===== src/sv/dlss_pkg.sv =====
// Shared types, codes and defaults of the digital line strip scanner.
package dlss_pkg;

    localparam int PATTERN_MAX_DEF = 64;
    localparam int MAX_SCAN_DEF    = 64;
    localparam int COORD_BITS_DEF  = 16;
    localparam int ADDR_W          = 6;
    localparam int DATA_W          = 64;

    typedef enum logic [1:0] {
        CMD_FIRST  = 2'd0,
        CMD_LEFT   = 2'd1,
        CMD_RIGHT  = 2'd2,
        CMD_LOCATE = 2'd3
    } t_cmd;

    typedef enum logic [2:0] {
        REG_LINE_A         = 3'd0,
        REG_LINE_B         = 3'd1,
        REG_UPPER_BOUND    = 3'd2,
        REG_WINDOW_BOUNDS  = 3'd3,
        REG_STEP_PATTERN   = 3'd4,
        REG_PATTERN_LENGTH = 3'd5,
        REG_START_POINT    = 3'd6
    } t_reg_idx;

    typedef enum logic [3:0] {
        ST_IDLE, ST_WALK, ST_LOAD, ST_MUL, ST_SUM, ST_SKIP, ST_COUNT,
        ST_REWIND, ST_EMIT, ST_LOCA, ST_LOCB, ST_LOCOUT
    } t_state;

    typedef enum logic [3:0] {
        OP_NONE, OP_WALK, OP_LOAD, OP_MUL, OP_SUM, OP_SKIP_STEP, OP_SAVE,
        OP_COUNT_STEP, OP_CUT, OP_REWIND, OP_EMIT, OP_LOCA_STEP,
        OP_LOCB_INIT, OP_LOCB_STEP, OP_LOC_OUT
    } t_dp_op;

    typedef struct packed {
        logic signed [15:0] line_a;
        logic signed [15:0] line_b;
        logic signed [31:0] upper_bound;
        logic [63:0]        window_bounds;
        logic [63:0]        step_pattern;
        logic [6:0]         pattern_length;
        logic [31:0]        start_point;
    } t_cfg;

    typedef struct packed {
        logic walk_init;
        logic start_load;
    } t_cfg_evt;

    typedef struct packed {
        logic   capture;
        t_dp_op op;
    } t_dp_ctl;

    typedef struct packed {
        t_cmd cmd;
        logic skip_go;
        logic in_go;
        logic cnt_full;
        logic last_emit;
        logic loca_go;
        logic locb_go;
    } t_dp_sts;

    typedef struct packed {
        logic signed [15:0] point_x;
        logic signed [15:0] point_y;
        logic signed [15:0] scan_index;
        logic signed [15:0] along_position;
        logic               last;
        logic               empty_res;
        logic               truncated;
    } t_res;

endpackage


===== src/sv/dlss_if.sv =====
// Request and result channel interfaces of the scanner.
interface dlss_in_if;
    logic               valid;
    logic               ready;
    logic [1:0]         command;
    logic signed [15:0] query_x;
    logic signed [15:0] query_y;

    modport source (output valid, command, query_x, query_y, input ready);
    modport sink   (input valid, command, query_x, query_y, output ready);
endinterface

interface dlss_out_if;
    logic               valid;
    logic               ready;
    logic signed [15:0] point_x;
    logic signed [15:0] point_y;
    logic signed [15:0] scan_index;
    logic signed [15:0] along_position;
    logic               last;
    logic               empty_res;
    logic               truncated;

    modport source (output valid, point_x, point_y, scan_index, along_position, last,
                    empty_res, truncated, input ready);
    modport sink   (input valid, point_x, point_y, scan_index, along_position, last,
                    empty_res, truncated, output ready);
endinterface


===== src/sv/dlss_regs.sv =====
// APB configuration register file of the scanner.
module dlss_regs (
    input  logic                       i_clk,
    input  logic                       i_rst_n,
    input  logic                       psel,
    input  logic                       penable,
    input  logic                       pwrite,
    input  logic [dlss_pkg::ADDR_W-1:0] paddr,
    input  logic [dlss_pkg::DATA_W-1:0] pwdata,
    output logic [dlss_pkg::DATA_W-1:0] prdata,
    output logic                       pready,
    output dlss_pkg::t_cfg             o_cfg,
    output dlss_pkg::t_cfg_evt         o_evt
);
    import dlss_pkg::*;

    t_cfg     r_cfg;
    t_cfg_evt r_evt;
    t_reg_idx w_idx;
    logic     w_wr;

    assign w_idx  = t_reg_idx'(paddr[ADDR_W-1:3]);
    assign w_wr   = psel && penable && pwrite;
    assign pready = 1'b1;
    assign o_cfg  = r_cfg;
    assign o_evt  = r_evt;

    always_ff @(posedge i_clk) begin
        if (!i_rst_n) begin
            r_cfg                <= '0;
            r_cfg.pattern_length <= 7'd1;
            r_evt                <= '0;
        end else begin
            r_evt <= '0;
            if (w_wr) begin
                case (w_idx)
                    REG_LINE_A:         r_cfg.line_a <= pwdata[15:0];
                    REG_LINE_B:         r_cfg.line_b <= pwdata[15:0];
                    REG_UPPER_BOUND:    r_cfg.upper_bound <= pwdata[31:0];
                    REG_WINDOW_BOUNDS:  r_cfg.window_bounds <= pwdata;
                    REG_STEP_PATTERN:   r_cfg.step_pattern <= pwdata;
                    REG_PATTERN_LENGTH: begin
                        r_cfg.pattern_length <= pwdata[6:0];
                        r_evt.walk_init      <= 1'b1;
                    end
                    REG_START_POINT: begin
                        r_cfg.start_point <= pwdata[31:0];
                        r_evt.start_load  <= 1'b1;
                    end
                    default: ;
                endcase
            end
        end
    end

    always_comb begin
        case (w_idx)
            REG_LINE_A:         prdata = DATA_W'(unsigned'(r_cfg.line_a));
            REG_LINE_B:         prdata = DATA_W'(unsigned'(r_cfg.line_b));
            REG_UPPER_BOUND:    prdata = DATA_W'(unsigned'(r_cfg.upper_bound));
            REG_WINDOW_BOUNDS:  prdata = r_cfg.window_bounds;
            REG_STEP_PATTERN:   prdata = r_cfg.step_pattern;
            REG_PATTERN_LENGTH: prdata = DATA_W'(r_cfg.pattern_length);
            REG_START_POINT:    prdata = DATA_W'(r_cfg.start_point);
            default:            prdata = '0;
        endcase
    end
endmodule


===== src/sv/dlss_ctrl.sv =====
// Sequencing state machine of the scanner.
module dlss_ctrl (
    input  logic              i_clk,
    input  logic              i_rst_n,
    input  logic              i_in_valid,
    input  logic [1:0]        i_in_cmd,
    input  logic              i_out_ready,
    input  dlss_pkg::t_dp_sts i_sts,
    output logic              o_in_ready,
    output logic              o_out_valid,
    output dlss_pkg::t_dp_ctl o_ctl
);
    import dlss_pkg::*;

    t_state r_state, n_state;
    logic   r_ovalid, n_ovalid;
    logic   w_free;
    t_cmd   w_cmd;

    assign w_free      = !r_ovalid || i_out_ready;
    assign w_cmd       = t_cmd'(i_in_cmd);
    assign o_in_ready  = (r_state == ST_IDLE);
    assign o_out_valid = r_ovalid;

    always_ff @(posedge i_clk) begin
        if (!i_rst_n) begin
            r_state  <= ST_IDLE;
            r_ovalid <= 1'b0;
        end else begin
            r_state  <= n_state;
            r_ovalid <= n_ovalid;
        end
    end

    always_comb begin
        n_state = r_state;
        case (r_state)
            ST_IDLE: begin
                if (i_in_valid) begin
                    n_state = (w_cmd == CMD_LEFT || w_cmd == CMD_RIGHT) ? ST_WALK : ST_LOAD;
                end
            end
            ST_WALK:   n_state = ST_LOAD;
            ST_LOAD:   n_state = (i_sts.cmd == CMD_LOCATE) ? ST_LOCA : ST_MUL;
            ST_MUL:    n_state = ST_SUM;
            ST_SUM:    n_state = ST_SKIP;
            ST_SKIP:   if (!i_sts.skip_go) n_state = ST_COUNT;
            ST_COUNT:  if (!i_sts.in_go || i_sts.cnt_full) n_state = ST_REWIND;
            ST_REWIND: n_state = ST_EMIT;
            ST_EMIT:   if (w_free && i_sts.last_emit) n_state = ST_IDLE;
            ST_LOCA:   if (!i_sts.loca_go) n_state = ST_LOCB;
            ST_LOCB:   if (!i_sts.locb_go) n_state = ST_LOCOUT;
            ST_LOCOUT: if (w_free) n_state = ST_IDLE;
            default:   n_state = ST_IDLE;
        endcase
    end

    always_comb begin
        o_ctl.capture = (r_state == ST_IDLE) && i_in_valid;
        o_ctl.op      = OP_NONE;
        case (r_state)
            ST_WALK:   o_ctl.op = OP_WALK;
            ST_LOAD:   o_ctl.op = OP_LOAD;
            ST_MUL:    o_ctl.op = OP_MUL;
            ST_SUM:    o_ctl.op = OP_SUM;
            ST_SKIP:   o_ctl.op = i_sts.skip_go ? OP_SKIP_STEP : OP_SAVE;
            ST_COUNT: begin
                if (i_sts.in_go) o_ctl.op = i_sts.cnt_full ? OP_CUT : OP_COUNT_STEP;
            end
            ST_REWIND: o_ctl.op = OP_REWIND;
            ST_EMIT:   if (w_free) o_ctl.op = OP_EMIT;
            ST_LOCA:   o_ctl.op = i_sts.loca_go ? OP_LOCA_STEP : OP_LOCB_INIT;
            ST_LOCB:   if (i_sts.locb_go) o_ctl.op = OP_LOCB_STEP;
            ST_LOCOUT: if (w_free) o_ctl.op = OP_LOC_OUT;
            default:   o_ctl.op = OP_NONE;
        endcase
        n_ovalid = (o_ctl.op == OP_EMIT || o_ctl.op == OP_LOC_OUT) ? 1'b1 :
                   (i_out_ready ? 1'b0 : r_ovalid);
    end
endmodule


===== src/sv/dlss_dp.sv =====
// Datapath of the scanner: start point walkers, scan walker and locate unit.
module dlss_dp #(
    parameter int PATTERN_MAX = dlss_pkg::PATTERN_MAX_DEF,
    parameter int MAX_SCAN    = dlss_pkg::MAX_SCAN_DEF,
    parameter int COORD_BITS  = dlss_pkg::COORD_BITS_DEF
) (
    input  logic               i_clk,
    input  logic               i_rst_n,
    input  dlss_pkg::t_cfg     i_cfg,
    input  dlss_pkg::t_cfg_evt i_evt,
    input  dlss_pkg::t_dp_ctl  i_ctl,
    input  logic [1:0]         i_cmd,
    input  logic signed [15:0] i_qx,
    input  logic signed [15:0] i_qy,
    output dlss_pkg::t_dp_sts  o_sts,
    output dlss_pkg::t_res     o_res
);
    import dlss_pkg::*;

    localparam int XW  = ((COORD_BITS > 16) ? COORD_BITS : 16) + 3;
    localparam int YW  = XW + 1;
    localparam int SW  = XW + 16;
    localparam int IW  = (PATTERN_MAX > 1) ? $clog2(PATTERN_MAX) : 1;
    localparam int PLW = $clog2(PATTERN_MAX + 1);
    localparam int NW  = $clog2(MAX_SCAN + 1);

    logic [PLW-1:0] w_plen;

    function automatic logic [IW-1:0] f_inc(input logic [IW-1:0] i, input logic [PLW-1:0] p);
        logic [PLW:0] nx;
        nx = (PLW+1)'(i) + 1'b1;
        return (nx >= (PLW+1)'(p)) ? '0 : IW'(nx);
    endfunction

    function automatic logic [IW-1:0] f_dec(input logic [IW-1:0] i, input logic [PLW-1:0] p);
        logic [PLW-1:0] pm;
        pm = p - 1'b1;
        return (i == '0 || (PLW+1)'(i) >= (PLW+1)'(p)) ? IW'(pm) : i - 1'b1;
    endfunction

    always_comb begin
        if (i_cfg.pattern_length == 7'd0) begin
            w_plen = PLW'(1);
        end else if (i_cfg.pattern_length > 7'(PATTERN_MAX)) begin
            w_plen = PLW'(PATTERN_MAX);
        end else begin
            w_plen = i_cfg.pattern_length[PLW-1:0];
        end
    end

    // start point walker state
    logic signed [COORD_BITS-1:0] r_lx, r_ly, r_rx, r_ry, r_cx, r_cy;
    logic [IW-1:0]                r_lo, r_li, r_ro, r_ri;
    logic                         r_ltr, r_rtr;

    // scan and locate state
    t_cmd                r_cmd;
    logic signed [15:0]  r_px, r_py;
    logic signed [XW-1:0] r_x, r_y, r_x0, r_y0;
    logic signed [SW-1:0] r_s, r_pa, r_pb;
    logic [IW-1:0]       r_idx, r_idx0, r_s1, r_s2;
    logic [NW-1:0]       r_n, r_k;
    logic                r_cut, r_fwd, r_tr;
    logic signed [YW-1:0] r_ci, r_ny;
    t_res                r_res;

    logic signed [XW-1:0] w_xmin, w_ymin, w_xmax, w_ymax, w_pxe, w_cxe, w_cye;
    logic signed [SW-1:0] w_a, w_b, w_ub;
    logic                 w_pat, w_in;
    logic [IW-1:0]        w_lo_n, w_li_d, w_idx_d, w_s1_d, w_s2_d;

    assign w_xmin = XW'($signed(i_cfg.window_bounds[15:0]));
    assign w_ymin = XW'($signed(i_cfg.window_bounds[31:16]));
    assign w_xmax = XW'($signed(i_cfg.window_bounds[47:32]));
    assign w_ymax = XW'($signed(i_cfg.window_bounds[63:48]));
    assign w_a    = SW'($signed(i_cfg.line_a));
    assign w_b    = SW'($signed(i_cfg.line_b));
    assign w_ub   = SW'($signed(i_cfg.upper_bound));
    assign w_pxe  = XW'(r_px);
    assign w_cxe  = XW'(r_cx);
    assign w_cye  = XW'(r_cy);

    assign w_pat   = i_cfg.step_pattern[r_idx];
    assign w_in    = (r_s <= w_ub);
    assign w_lo_n  = f_dec(r_lo, w_plen);
    assign w_li_d  = f_dec(r_li, w_plen);
    assign w_idx_d = f_dec(r_idx, w_plen);
    assign w_s1_d  = f_dec(r_s1, w_plen);
    assign w_s2_d  = f_dec(r_s2, w_plen);

    always_comb begin
        o_sts.cmd       = r_cmd;
        o_sts.skip_go   = (r_y < w_ymin || r_x < w_xmin) && w_in && (r_x < w_xmax);
        o_sts.in_go     = w_in && (r_y < w_ymax) && (r_x < w_xmax);
        o_sts.cnt_full  = (r_n == NW'(MAX_SCAN));
        o_sts.last_emit = (r_n == '0) || ((r_k + 1'b1) == r_n);
        o_sts.loca_go   = r_fwd ? (r_x < w_pxe) : (r_x > w_pxe);
        o_sts.locb_go   = (r_ny != '0);
    end

    assign o_res = r_res;

    // start points: reloaded by configuration, advanced by next-left / next-right
    always_ff @(posedge i_clk) begin
        if (!i_rst_n) begin
            r_lx <= '0; r_ly <= '0; r_rx <= '0; r_ry <= '0; r_cx <= '0; r_cy <= '0;
            r_lo <= '0; r_li <= '0; r_ro <= '0; r_ri <= '0;
            r_ltr <= 1'b0; r_rtr <= 1'b0;
        end else if (i_evt.start_load || i_evt.walk_init) begin
            r_lo <= '0; r_li <= '0; r_ro <= '0; r_ri <= '0;
            r_ltr <= 1'b0; r_rtr <= 1'b0;
            if (i_evt.start_load) begin
                r_cx <= COORD_BITS'($signed(i_cfg.start_point[15:0]));
                r_cy <= COORD_BITS'($signed(i_cfg.start_point[31:16]));
                r_lx <= COORD_BITS'($signed(i_cfg.start_point[15:0]));
                r_ly <= COORD_BITS'($signed(i_cfg.start_point[31:16]));
                r_rx <= COORD_BITS'($signed(i_cfg.start_point[15:0]));
                r_ry <= COORD_BITS'($signed(i_cfg.start_point[31:16]));
            end
        end else if (i_ctl.op == OP_WALK) begin
            if (r_cmd == CMD_LEFT) begin
                if (r_ltr) begin
                    r_lx  <= r_lx - 1'b1;
                    r_li  <= w_li_d;
                    r_ltr <= 1'b0;
                end else begin
                    r_lo <= w_lo_n;
                    r_ly <= r_ly + 1'b1;
                    if (i_cfg.step_pattern[w_lo_n]) begin
                        if (i_cfg.step_pattern[w_li_d]) begin
                            r_ltr <= 1'b1;
                        end else begin
                            r_li <= w_li_d;
                            r_lx <= r_lx - 1'b1;
                        end
                    end
                end
            end else begin
                if (r_rtr) begin
                    r_ry  <= r_ry - 1'b1;
                    r_rtr <= 1'b0;
                end else begin
                    if (i_cfg.step_pattern[r_ro]) begin
                        r_rx <= r_rx + 1'b1;
                        // a set inner bit cancels the y step and enters transition
                        if (i_cfg.step_pattern[r_ri]) begin
                            r_rtr <= 1'b1;
                        end else begin
                            r_ry <= r_ry - 1'b1;
                        end
                        r_ri <= f_inc(r_ri, w_plen);
                    end else begin
                        r_ry <= r_ry - 1'b1;
                    end
                    r_ro <= f_inc(r_ro, w_plen);
                end
            end
        end
    end

    // request capture and the scan / locate walker
    always_ff @(posedge i_clk) begin
        if (i_ctl.capture) begin
            r_cmd <= t_cmd'(i_cmd);
            r_px  <= i_qx;
            r_py  <= i_qy;
        end
        case (i_ctl.op)
            OP_LOAD: begin
                case (r_cmd)
                    CMD_LEFT: begin
                        r_x <= XW'(r_lx); r_y <= XW'(r_ly); r_idx <= r_li;
                    end
                    CMD_RIGHT: begin
                        r_x <= XW'(r_rx); r_y <= XW'(r_ry); r_idx <= r_ri;
                    end
                    default: begin
                        r_x <= w_cxe; r_y <= w_cye; r_idx <= '0;
                    end
                endcase
                r_fwd <= (w_pxe >= w_cxe);
            end
            OP_MUL: begin
                r_pa <= w_a * r_x;
                r_pb <= w_b * r_y;
            end
            OP_SUM: r_s <= r_pa + r_pb;
            OP_SKIP_STEP, OP_COUNT_STEP: begin
                r_x   <= r_x + 1'b1;
                r_y   <= r_y + XW'(w_pat);
                r_s   <= r_s + w_a + (w_pat ? w_b : '0);
                r_idx <= f_inc(r_idx, w_plen);
                if (i_ctl.op == OP_COUNT_STEP) r_n <= r_n + 1'b1;
            end
            OP_SAVE: begin
                r_x0   <= r_x;
                r_y0   <= r_y;
                r_idx0 <= r_idx;
                r_n    <= '0;
                r_cut  <= 1'b0;
            end
            OP_CUT: r_cut <= 1'b1;
            OP_REWIND: begin
                r_x   <= r_x0;
                r_y   <= r_y0;
                r_idx <= r_idx0;
                r_k   <= '0;
            end
            OP_EMIT: begin
                r_x   <= r_x + 1'b1;
                r_y   <= r_y + XW'(w_pat);
                r_idx <= f_inc(r_idx, w_plen);
                r_k   <= r_k + 1'b1;
            end
            OP_LOCA_STEP: begin
                if (r_fwd) begin
                    r_x   <= r_x + 1'b1;
                    r_y   <= r_y + XW'(w_pat);
                    r_idx <= f_inc(r_idx, w_plen);
                end else begin
                    r_x   <= r_x - 1'b1;
                    r_idx <= w_idx_d;
                    r_y   <= r_y - XW'(i_cfg.step_pattern[w_idx_d]);
                end
            end
            OP_LOCB_INIT: begin
                r_ci <= YW'(r_y) - YW'(r_py);
                r_ny <= YW'(r_y) - YW'(r_py);
                r_x  <= w_cxe;
                r_y  <= w_cye;
                r_s1 <= '0;
                r_s2 <= '0;
                r_tr <= 1'b0;
            end
            OP_LOCB_STEP: begin
                if (r_ci[YW-1]) begin
                    if (r_tr) begin
                        r_y  <= r_y - 1'b1;
                        r_tr <= 1'b0;
                    end else begin
                        r_s1 <= w_s1_d;
                        if (i_cfg.step_pattern[w_s1_d]) begin
                            r_x <= r_x - 1'b1;
                            if (i_cfg.step_pattern[r_s2]) begin
                                r_tr <= 1'b1;
                            end else begin
                                r_y <= r_y - 1'b1;
                            end
                            r_s2 <= f_inc(r_s2, w_plen);
                        end else begin
                            r_y <= r_y - 1'b1;
                        end
                    end
                    r_ny <= r_ny + 1'b1;
                end else begin
                    if (r_tr) begin
                        r_x  <= r_x + 1'b1;
                        r_s2 <= w_s2_d;
                        r_tr <= 1'b0;
                    end else begin
                        r_y <= r_y + 1'b1;
                        if (i_cfg.step_pattern[r_s1]) begin
                            if (i_cfg.step_pattern[w_s2_d]) begin
                                r_tr <= 1'b1;
                            end else begin
                                r_s2 <= w_s2_d;
                                r_x  <= r_x + 1'b1;
                            end
                        end
                        r_s1 <= f_inc(r_s1, w_plen);
                    end
                    r_ny <= r_ny - 1'b1;
                end
            end
            default: ;
        endcase

        if (i_ctl.op == OP_EMIT) begin
            r_res.point_x        <= (r_n == '0) ? '0 : r_x[15:0];
            r_res.point_y        <= (r_n == '0) ? '0 : r_y[15:0];
            r_res.scan_index     <= '0;
            r_res.along_position <= '0;
            r_res.last           <= o_sts.last_emit;
            r_res.empty_res      <= (r_n == '0);
            r_res.truncated      <= r_cut && (r_n != '0);
        end else if (i_ctl.op == OP_LOC_OUT) begin
            r_res.point_x        <= '0;
            r_res.point_y        <= '0;
            r_res.scan_index     <= r_ci[15:0];
            r_res.along_position <= r_px - r_x[15:0];
            r_res.last           <= 1'b1;
            r_res.empty_res      <= 1'b0;
            r_res.truncated      <= 1'b0;
        end
    end
endmodule


===== src/sv/digital_line_strip_scanner.sv =====
// Top level of the digital line strip scanner.
// Scans parallel lines of a digital strip a*x + b*y <= bound in one octant.
// Request channel i_req carries a command (first scan, next left, next right,
// locate) and a query pixel; result channel o_res returns one or more results
// per request, the final one marked last. Registers are written over the APB
// port (8-byte stride); the user must write them only while no request is in
// flight, and the block itself does not enforce it. A scan request runs the
// setup steps walk, load, multiply and sum (a first scan has no walk), skips
// pixels outside the window one per cycle, counts pixels one per cycle up to
// MAX_SCAN, rewinds, then emits one point per cycle while the receiver is ready.
// The counting pass sets the truncated flag before the first point goes out.
// A locate request walks the scan to query_x, then walks the start point to the query's scan.
// One request is in work at a time; i_req.ready is high in idle, also while
// the last result still waits in the output register.
// A stalled receiver holds the output register and pauses the walker.
// Reset clears the registers (pattern length to 1), start points and walk indices and drops valid.
module digital_line_strip_scanner #(
    parameter int PATTERN_MAX = dlss_pkg::PATTERN_MAX_DEF,
    parameter int MAX_SCAN    = dlss_pkg::MAX_SCAN_DEF,
    parameter int COORD_BITS  = dlss_pkg::COORD_BITS_DEF
) (
    input  logic                        i_clk,
    input  logic                        i_rst_n,
    dlss_in_if.sink                     i_req,
    dlss_out_if.source                  o_res,
    input  logic                        psel,
    input  logic                        penable,
    input  logic                        pwrite,
    input  logic [dlss_pkg::ADDR_W-1:0] paddr,
    input  logic [dlss_pkg::DATA_W-1:0] pwdata,
    output logic [dlss_pkg::DATA_W-1:0] prdata,
    output logic                        pready
);
    import dlss_pkg::*;

    t_cfg     w_cfg;
    t_cfg_evt w_evt;
    t_dp_ctl  w_ctl;
    t_dp_sts  w_sts;
    t_res     w_res;

    dlss_regs u_regs (
        .i_clk   (i_clk),
        .i_rst_n (i_rst_n),
        .psel    (psel),
        .penable (penable),
        .pwrite  (pwrite),
        .paddr   (paddr),
        .pwdata  (pwdata),
        .prdata  (prdata),
        .pready  (pready),
        .o_cfg   (w_cfg),
        .o_evt   (w_evt)
    );

    dlss_ctrl u_ctrl (
        .i_clk       (i_clk),
        .i_rst_n     (i_rst_n),
        .i_in_valid  (i_req.valid),
        .i_in_cmd    (i_req.command),
        .i_out_ready (o_res.ready),
        .i_sts       (w_sts),
        .o_in_ready  (i_req.ready),
        .o_out_valid (o_res.valid),
        .o_ctl       (w_ctl)
    );

    dlss_dp #(
        .PATTERN_MAX (PATTERN_MAX),
        .MAX_SCAN    (MAX_SCAN),
        .COORD_BITS  (COORD_BITS)
    ) u_dp (
        .i_clk   (i_clk),
        .i_rst_n (i_rst_n),
        .i_cfg   (w_cfg),
        .i_evt   (w_evt),
        .i_ctl   (w_ctl),
        .i_cmd   (i_req.command),
        .i_qx    (i_req.query_x),
        .i_qy    (i_req.query_y),
        .o_sts   (w_sts),
        .o_res   (w_res)
    );

    assign o_res.point_x        = w_res.point_x;
    assign o_res.point_y        = w_res.point_y;
    assign o_res.scan_index     = w_res.scan_index;
    assign o_res.along_position = w_res.along_position;
    assign o_res.last           = w_res.last;
    assign o_res.empty_res      = w_res.empty_res;
    assign o_res.truncated      = w_res.truncated;
endmodule


===== src/flat_wrapper.sv =====
// flat-port wrapper written by rule: the top's interface ports become plain ports
module digital_line_strip_scanner_flat import dlss_pkg::*;
#(
    parameter int PATTERN_MAX = dlss_pkg::PATTERN_MAX_DEF,
    parameter int MAX_SCAN    = dlss_pkg::MAX_SCAN_DEF,
    parameter int COORD_BITS  = dlss_pkg::COORD_BITS_DEF
)
  (i_clk, i_rst_n, psel, penable, pwrite, paddr, pwdata, prdata, pready, i_req_valid, i_req_command, i_req_query_x, i_req_query_y, i_req_ready, o_res_valid, o_res_point_x, o_res_point_y, o_res_scan_index, o_res_along_position, o_res_last, o_res_empty_res, o_res_truncated, o_res_ready);
  dlss_in_if i_req_i ();
  dlss_out_if o_res_i ();
  input  logic i_clk;
  input  logic i_rst_n;
  input  logic psel;
  input  logic penable;
  input  logic pwrite;
  input  logic [dlss_pkg::ADDR_W-1:0] paddr;
  input  logic [dlss_pkg::DATA_W-1:0] pwdata;
  output logic [dlss_pkg::DATA_W-1:0] prdata;
  output logic pready;
  input wire logic [$bits(i_req_i.valid)-1:0] i_req_valid;
  input wire logic [$bits(i_req_i.command)-1:0] i_req_command;
  input wire logic [$bits(i_req_i.query_x)-1:0] i_req_query_x;
  input wire logic [$bits(i_req_i.query_y)-1:0] i_req_query_y;
  output wire logic [$bits(i_req_i.ready)-1:0] i_req_ready;
  output wire logic [$bits(o_res_i.valid)-1:0] o_res_valid;
  output wire logic [$bits(o_res_i.point_x)-1:0] o_res_point_x;
  output wire logic [$bits(o_res_i.point_y)-1:0] o_res_point_y;
  output wire logic [$bits(o_res_i.scan_index)-1:0] o_res_scan_index;
  output wire logic [$bits(o_res_i.along_position)-1:0] o_res_along_position;
  output wire logic [$bits(o_res_i.last)-1:0] o_res_last;
  output wire logic [$bits(o_res_i.empty_res)-1:0] o_res_empty_res;
  output wire logic [$bits(o_res_i.truncated)-1:0] o_res_truncated;
  input wire logic [$bits(o_res_i.ready)-1:0] o_res_ready;
  assign i_req_i.valid = i_req_valid;
  assign i_req_i.command = i_req_command;
  assign i_req_i.query_x = i_req_query_x;
  assign i_req_i.query_y = i_req_query_y;
  assign i_req_ready = i_req_i.ready;
  assign o_res_valid = o_res_i.valid;
  assign o_res_point_x = o_res_i.point_x;
  assign o_res_point_y = o_res_i.point_y;
  assign o_res_scan_index = o_res_i.scan_index;
  assign o_res_along_position = o_res_i.along_position;
  assign o_res_last = o_res_i.last;
  assign o_res_empty_res = o_res_i.empty_res;
  assign o_res_truncated = o_res_i.truncated;
  assign o_res_i.ready = o_res_ready;
  digital_line_strip_scanner #(.PATTERN_MAX(PATTERN_MAX), .MAX_SCAN(MAX_SCAN), .COORD_BITS(COORD_BITS)) u_core (.i_clk(i_clk), .i_rst_n(i_rst_n), .i_req(i_req_i), .o_res(o_res_i), .psel(psel), .penable(penable), .pwrite(pwrite), .paddr(paddr), .pwdata(pwdata), .prdata(prdata), .pready(pready));
endmodule

===== config.mk =====
export PLATFORM = sky130hd
export DESIGN_NAME = digital_line_strip_scanner_flat
export DESIGN_NICKNAME = d
export VERILOG_FILES = /design/src/sv/dlss_pkg.sv /design/src/sv/dlss_if.sv /design/src/sv/dlss_regs.sv /design/src/sv/dlss_ctrl.sv /design/src/sv/dlss_dp.sv /design/src/sv/digital_line_strip_scanner.sv /design/src/flat_wrapper.sv
export SDC_FILE = /design/constraint.sdc
export NUM_CORES = 2
export LEC_CHECK = 0
export BUFFER_PORTS_ARGS = -buffer_cell sky130_fd_sc_hd__buf_2
export CAP_MARGIN = 20
export CORE_ASPECT_RATIO = 1.2
export CORE_MARGIN = 10
export CORE_UTILIZATION = 55
export CTS_BUF_LIST = sky130_fd_sc_hd__clkbuf_8
export CTS_CLUSTER_DIAMETER = 60
export DETAILED_ROUTE_END_ITERATION = 16
export HOLD_SLACK_MARGIN = 0.08
export PLACE_DENSITY_LB_ADDON = 0.1
export SYNTH_ARGS = -nofsm -noshare
export SYNTH_HDL_FRONTEND = slang
export SYNTH_SLANG_ARGS = --single-unit

===== constraint.sdc =====
create_clock -name i_clk -period 21.9 [get_ports i_clk]
set_clock_uncertainty 0.1 [all_clocks]
set_input_delay 4.38 -clock i_clk [delete_from_list [all_inputs] [get_ports i_clk]]
set_output_delay 4.38 -clock i_clk [all_outputs]
set_load 0.02 [all_outputs]

# After elaboration in Yosys (flattened, before gate mapping)
# Cells that the tools add are included.
# W data, S select, Z words.
word_totals:
  regBits: 723
  in_bits: 111
  elab_cells: 391
op_classes:
  add_sub_neg: 30
  n_mul: 2
  order_cmp: 29
  n_eq_ne: 60
  muxes: 139
  bitwise: 4
  reduce_logical: 76
ops:
  columns: ["operator", "count"]
  rows:
  - ["$pmux W64 S7", 1]
  - ["$mux W16", 25]
  - ["$mux W19", 13]
  - ["$pmux W19 S6", 2]
  - ["$mux W6", 23]
  - ["$mux W67", 2]
  - ["$add A35 B35 Y35", 3]
  - ["$lt A19 B16 Y1", 5]
  - ["$pmux W19 S2", 2]
  - ["$lt A6 B7 Y1 const B", 10]
  - ["$mul A16 B19 Y35", 2]
  - ["$pmux W35 S2", 1]
  - ["$bmux W1 S6", 10]
  - ["$mux W4", 13]
  - ["$pmux W4 S12", 1]
  - ["$eq A4 B4 Y1 const B", 11]
  - ["$pmux W4 S11", 1]
  - ["$pmux W20 S2", 1]
  - ["$add A19 B1 Y19 const B", 2]
  - ["$sub A19 B1 Y19 const B", 2]
  - ["$pmux W6 S2", 3]
  - ["$sub A6 B1 Y6 const B", 6]
  - ["$add A6 B1 Y7 const B", 5]
  - ["$ge A6 B7 Y1", 5]
  - ["59 further kinds", 191]

# Depth between registers and ports, before layout
logic_depth:
  ltp_word: 14
  mapped_depth: 28

# Hierarchy
# From an unflattened synthesis, not the netlist that was laid out.
hier_totals:
  hier_cells: 8022
  area_unflattened_um2: 73680.7
modules_own_cells:
  columns: ["mod", "instances", "cells_per_inst", "area_each_um2", "seq_area_each_um2"]
  rows:
  - ["dlss_dp", 1, 6905, 62910.3, 12932.4]
  - ["dlss_regs", 1, 1038, 10164.7, 4664.5]
  - ["dlss_ctrl", 1, 79, 605.6, 100.1]

# Least setup slack after synthesis
# Ideal clock, no wire load.
synth_path:
  path_type: "input -> output"
  start: "input port paddr[4] in the netlist's numbering"
  end: "output port prdata[33] in the netlist's numbering"
  t_arrival_ns: 5.959
  required_time_ns: 17.420
  path_slack_ns: 11.461
  cell_stages: 7
  cell_sequence: "clkbuf_1 > nor2_1 > and2_1 > clkbuf_1 > clkbuf_1 > buf_1 > a22o_1"
synth_via:
  elab_chain_len: 2
  word_cells_on_any_way: 8
synth_lines:
  columns: ["item", "line", "text"]
  rows:
  - ["start: declaration", "flat_wrapper.sv:16", "input logic [dlss_pkg::ADDR_W-1:0] paddr;"]
  - ["$eq A3 B3 Y1 (tied with other cells)", "dlss_regs.sv:57", "case (w_idx)"]
  - ["$pmux W64 S7 (*)", "dlss_regs.sv:57", null]
  - ["end: declaration", "flat_wrapper.sv:18", "output logic [dlss_pkg::DATA_W-1:0] prdata;"]
# Every way passes the cells marked *; elsewhere a longest branch is shown, timed or not.

# Final worst setup path
layout_path:
  start: "input port paddr[4] in the netlist's numbering"
  end: "output port prdata[0] in the netlist's numbering"
# The elaborated chain is that of the path after synthesis.

==> run metrics <==
status finished clean; Power Total 4.879 mW; Clock Path Buffers 3; critical path cell sequence buf_2 -> nor2b_1 -> and2_1 -> a222oi_1 -> o21ai_0 -> buf_2; max-slew violations 0; Worst Tran Pin Value 1.174 ns; Placed Cells 10,090; vias per cell 6.438; Core ar. 0.1339 sq mm; slowest stage delay, CP 0.95 ns; most frequent cells in the layout 1,215 x nand2_1, 952 x inv_1, 648 x fa_1; die area 0.1502 sq mm; share of cells above drive strength 1 0.1038; Seq cells post-synth 720; largest net degree at the start of global routing 99; Via Count 66,650; Layout Cells excl Fill 10,350; worst r2r dst u_core.u_dp.r_pb[33]; CP endpoint kind output pin; CP startpoint kind input port; final worst-path cycle share 0.5565; Max VDD drop 0.05851 mV; I/O pin total 245; Synth cell types 108; nets 9,759; Die X 355.4 um; Detail Placement HPWL 208,900 um; Final Hold Vio Count 0; RSZ-0062 raised after global routing no; Num CTS Buffers 134; post-synthesis sequential area ratio 0.2383; Synth Flop Type dfxtp_1; CP most frequent cell buf_2; Slew HR 0.2142; CTS tree built; Worst Path Required 17.42 ns; CP Class in2out; DR pass1 iterations 11; post-cts sizing count 0; Post-DRT Antenna Nets 0; Chip Height 422.5 um; worst min-delay path class reg2reg; GR Overflow Total 0; reg-to-reg startpoint u_core.u_dp.r_y[6]; initial antenna violation count 29; GRT Util Overall 0.3665; FF-to-FF setup slack 13.40 ns; Layout area overhead 8.142%; fin area 0.08030 sq mm; Max Freq 0.08206 GHz; PwrDens 60.76 mW/mm^2; cell row count 147; clock latency on the worst-skew pair 0.92 ns; R2R depth 25; drt total wl 281,600 um; top cell type's share of synthesized area 0.1747; # Post-CTS Setup Buffers 0; critical path peak fanout 39; Clk pin slew, worst setup/hold paths 0.05 ns; Period minus WS final 12.19 ns; global-route wire length before repair 415,300 um; final setup fails 0; min-delay src u_core.u_dp.o_res[14]; cts hold-fix bufs 0; Async SR Flop Fraction 0; hold path depth 2; IO buf count 240; Final WS setup 9.714 ns; Gate power share 0.367; biggest area consumer among synthesized cells fa_1; clock network power share 0.287; Leak 31.68 nW; DRT iter0 DRCs 7,379; placement-stage cell area 0.07740 sq mm; Avg WL per Cell 27.20 um; Int Power 2.869 mW; Post-Synthesis Cell Area 0.07425 sq mm; Fin Hold WS 0.3473 ns; H-tree level count 4; Synth Net Count 9,685; slowest CP cell and2_1; Mapped Avg Cell Area 8.870 sq um; most common library cell in the layout ignoring fill and taps nand2_1; number of global-route vias before repair 65,380; Post-synth EDFFs 328; worst hold endpoint u_core.u_dp.o_res[14]; DRC Markers 0; Worst Path Arrival 7.71 ns; final core utilization 0.5997; cells after synthesis 8,371; Net Switching 2.010 mW; Initial Util 0.5546; Place WS 9.994 ns; gp weighted congestion 1.026; Root Buffer clkbuf_8; Seq pwr share 0.346; CTS Sinks 720; sw frac 0.4120; TNS Setup 0 ns; main area contributors after synthesis fa_1 17%, edfxtp_1 13%, dfxtp_1 11%; Synth Warn # 0; max-cap violations 0
==> logic make-up after synthesis <==
logic type | Yosys count | synth area share
AND/OR/NAND/NOR | 2599 | 0.1620
AO/OA/AOI/OAI | 1725 | 0.1539
buffers and inverters | 1439 | 0.07416
adder cells (fa/ha/maj) | 1203 | 0.2682
flip-flops | 720 | 0.2383
multiplexers | 364 | 0.06562
XOR/XNOR | 320 | 0.03774
other | 1 | 0.00005050
==> power by group through the flow <==
stage / clock, mW / sequential (mW) / combinational, mW
4_1_cts: 1.41 / 1.68 / 1.74
3_5_place_dp: 0 / 1.71 / 1.73
2_1_floorplan: 0 / 1.65 / 1.14
3_3_place_gp: 0 / 1.71 / 1.70
5_1_grt: 1.46 / 1.69 / 1.93
6_report: 1.40 / 1.69 / 1.79
==> synth_stat cells (36+ instances only) <==
library cell / number
nand2b_1: 83
buf_2: 36
o21ai_0: 259
nor2b_1: 63
xor2_1: 114
buf_1: 55
clkbuf_1: 417
mux4_2: 94
a21oi_1: 598
a211oi_1: 68
and2_1: 263
mux2_2: 39
nand4_1: 44
a21o_1: 91
o21a_1: 42
edfxtp_1: 328
a31oi_1: 40
fa_1: 648
xnor2_1: 206
or3_1: 44
mux2i_1: 230
nand3_1: 129
o211ai_1: 53
inv_1: 908
nor2_1: 424
and3_1: 65
nor3_1: 128
a22oi_1: 81
a22o_1: 70
nand2_1: 1219
dfxtp_1: 392
ha_1: 555
==> worst max path at each step <==
stage / slack (ns) / start / to
after floorplan: 11.46 / paddr[4] / prdata[33]
after global placement: 10.0 / paddr[4] / prdata[0]
after detailed placement: 9.99 / paddr[4] / prdata[0]
after CTS: 9.98 / paddr[4] / prdata[0]
after global routing: 9.81 / paddr[4] / prdata[0]
final: 9.71 / paddr[4] / prdata[0]
==> layer usage <==
layer  share of wire  GRT usage  up-vias
met4           0.091     0.2805       18
met2            0.45     0.5695     3852
met3            0.11    0.09699     1118
met5         0.00045          0        -
li1                -          -    28910
met1            0.35     0.4303    32750
==> state kept, by name, indices dropped and copies added, names as in the netlist, 17 cells and up <==
register and count:
u_core.u_regs.o_cfg 231, u_core.u_dp.o_res 67, u_core.u_dp.r_x0 19, u_core.u_dp.r_pb 35, u_core.u_dp.r_ci 17, u_core.u_dp.r_pa 35, u_core.u_dp.r_y 19, u_core.u_dp.r_x 19
u_core.u_dp.r_s 35, u_core.u_dp.r_y0 19, u_core.u_dp.r_ny 20
==> final cells by class <==
| type | instances | area, sq um |
|---|---|---|
| Antenna cell | 16 | 40.04 |
| Clock buffer | 155 | 2133 |
| Clock inverter | 85 | 629.4 |
| Fill cell | 11880 | 53600 |
| Inverter | 921 | 3465 |
| Multi-Input combinational cell | 6212 | 51220 |
| Sequential cell | 720 | 17700 |
| Tap cell | 1788 | 2237 |
| Timing Repair Buffer | 456 | 2874 |
==> worst max-delay path, delay by kind of cell <==
family / cells / cell delay, ns
AND/OR/NAND/NOR: 2 / 1.62
buffers and inverters: 2 / 0.88
AO/OA/AOI/OAI: 2 / 0.79
No activity file was read; power rests on OpenSTA's default activity.
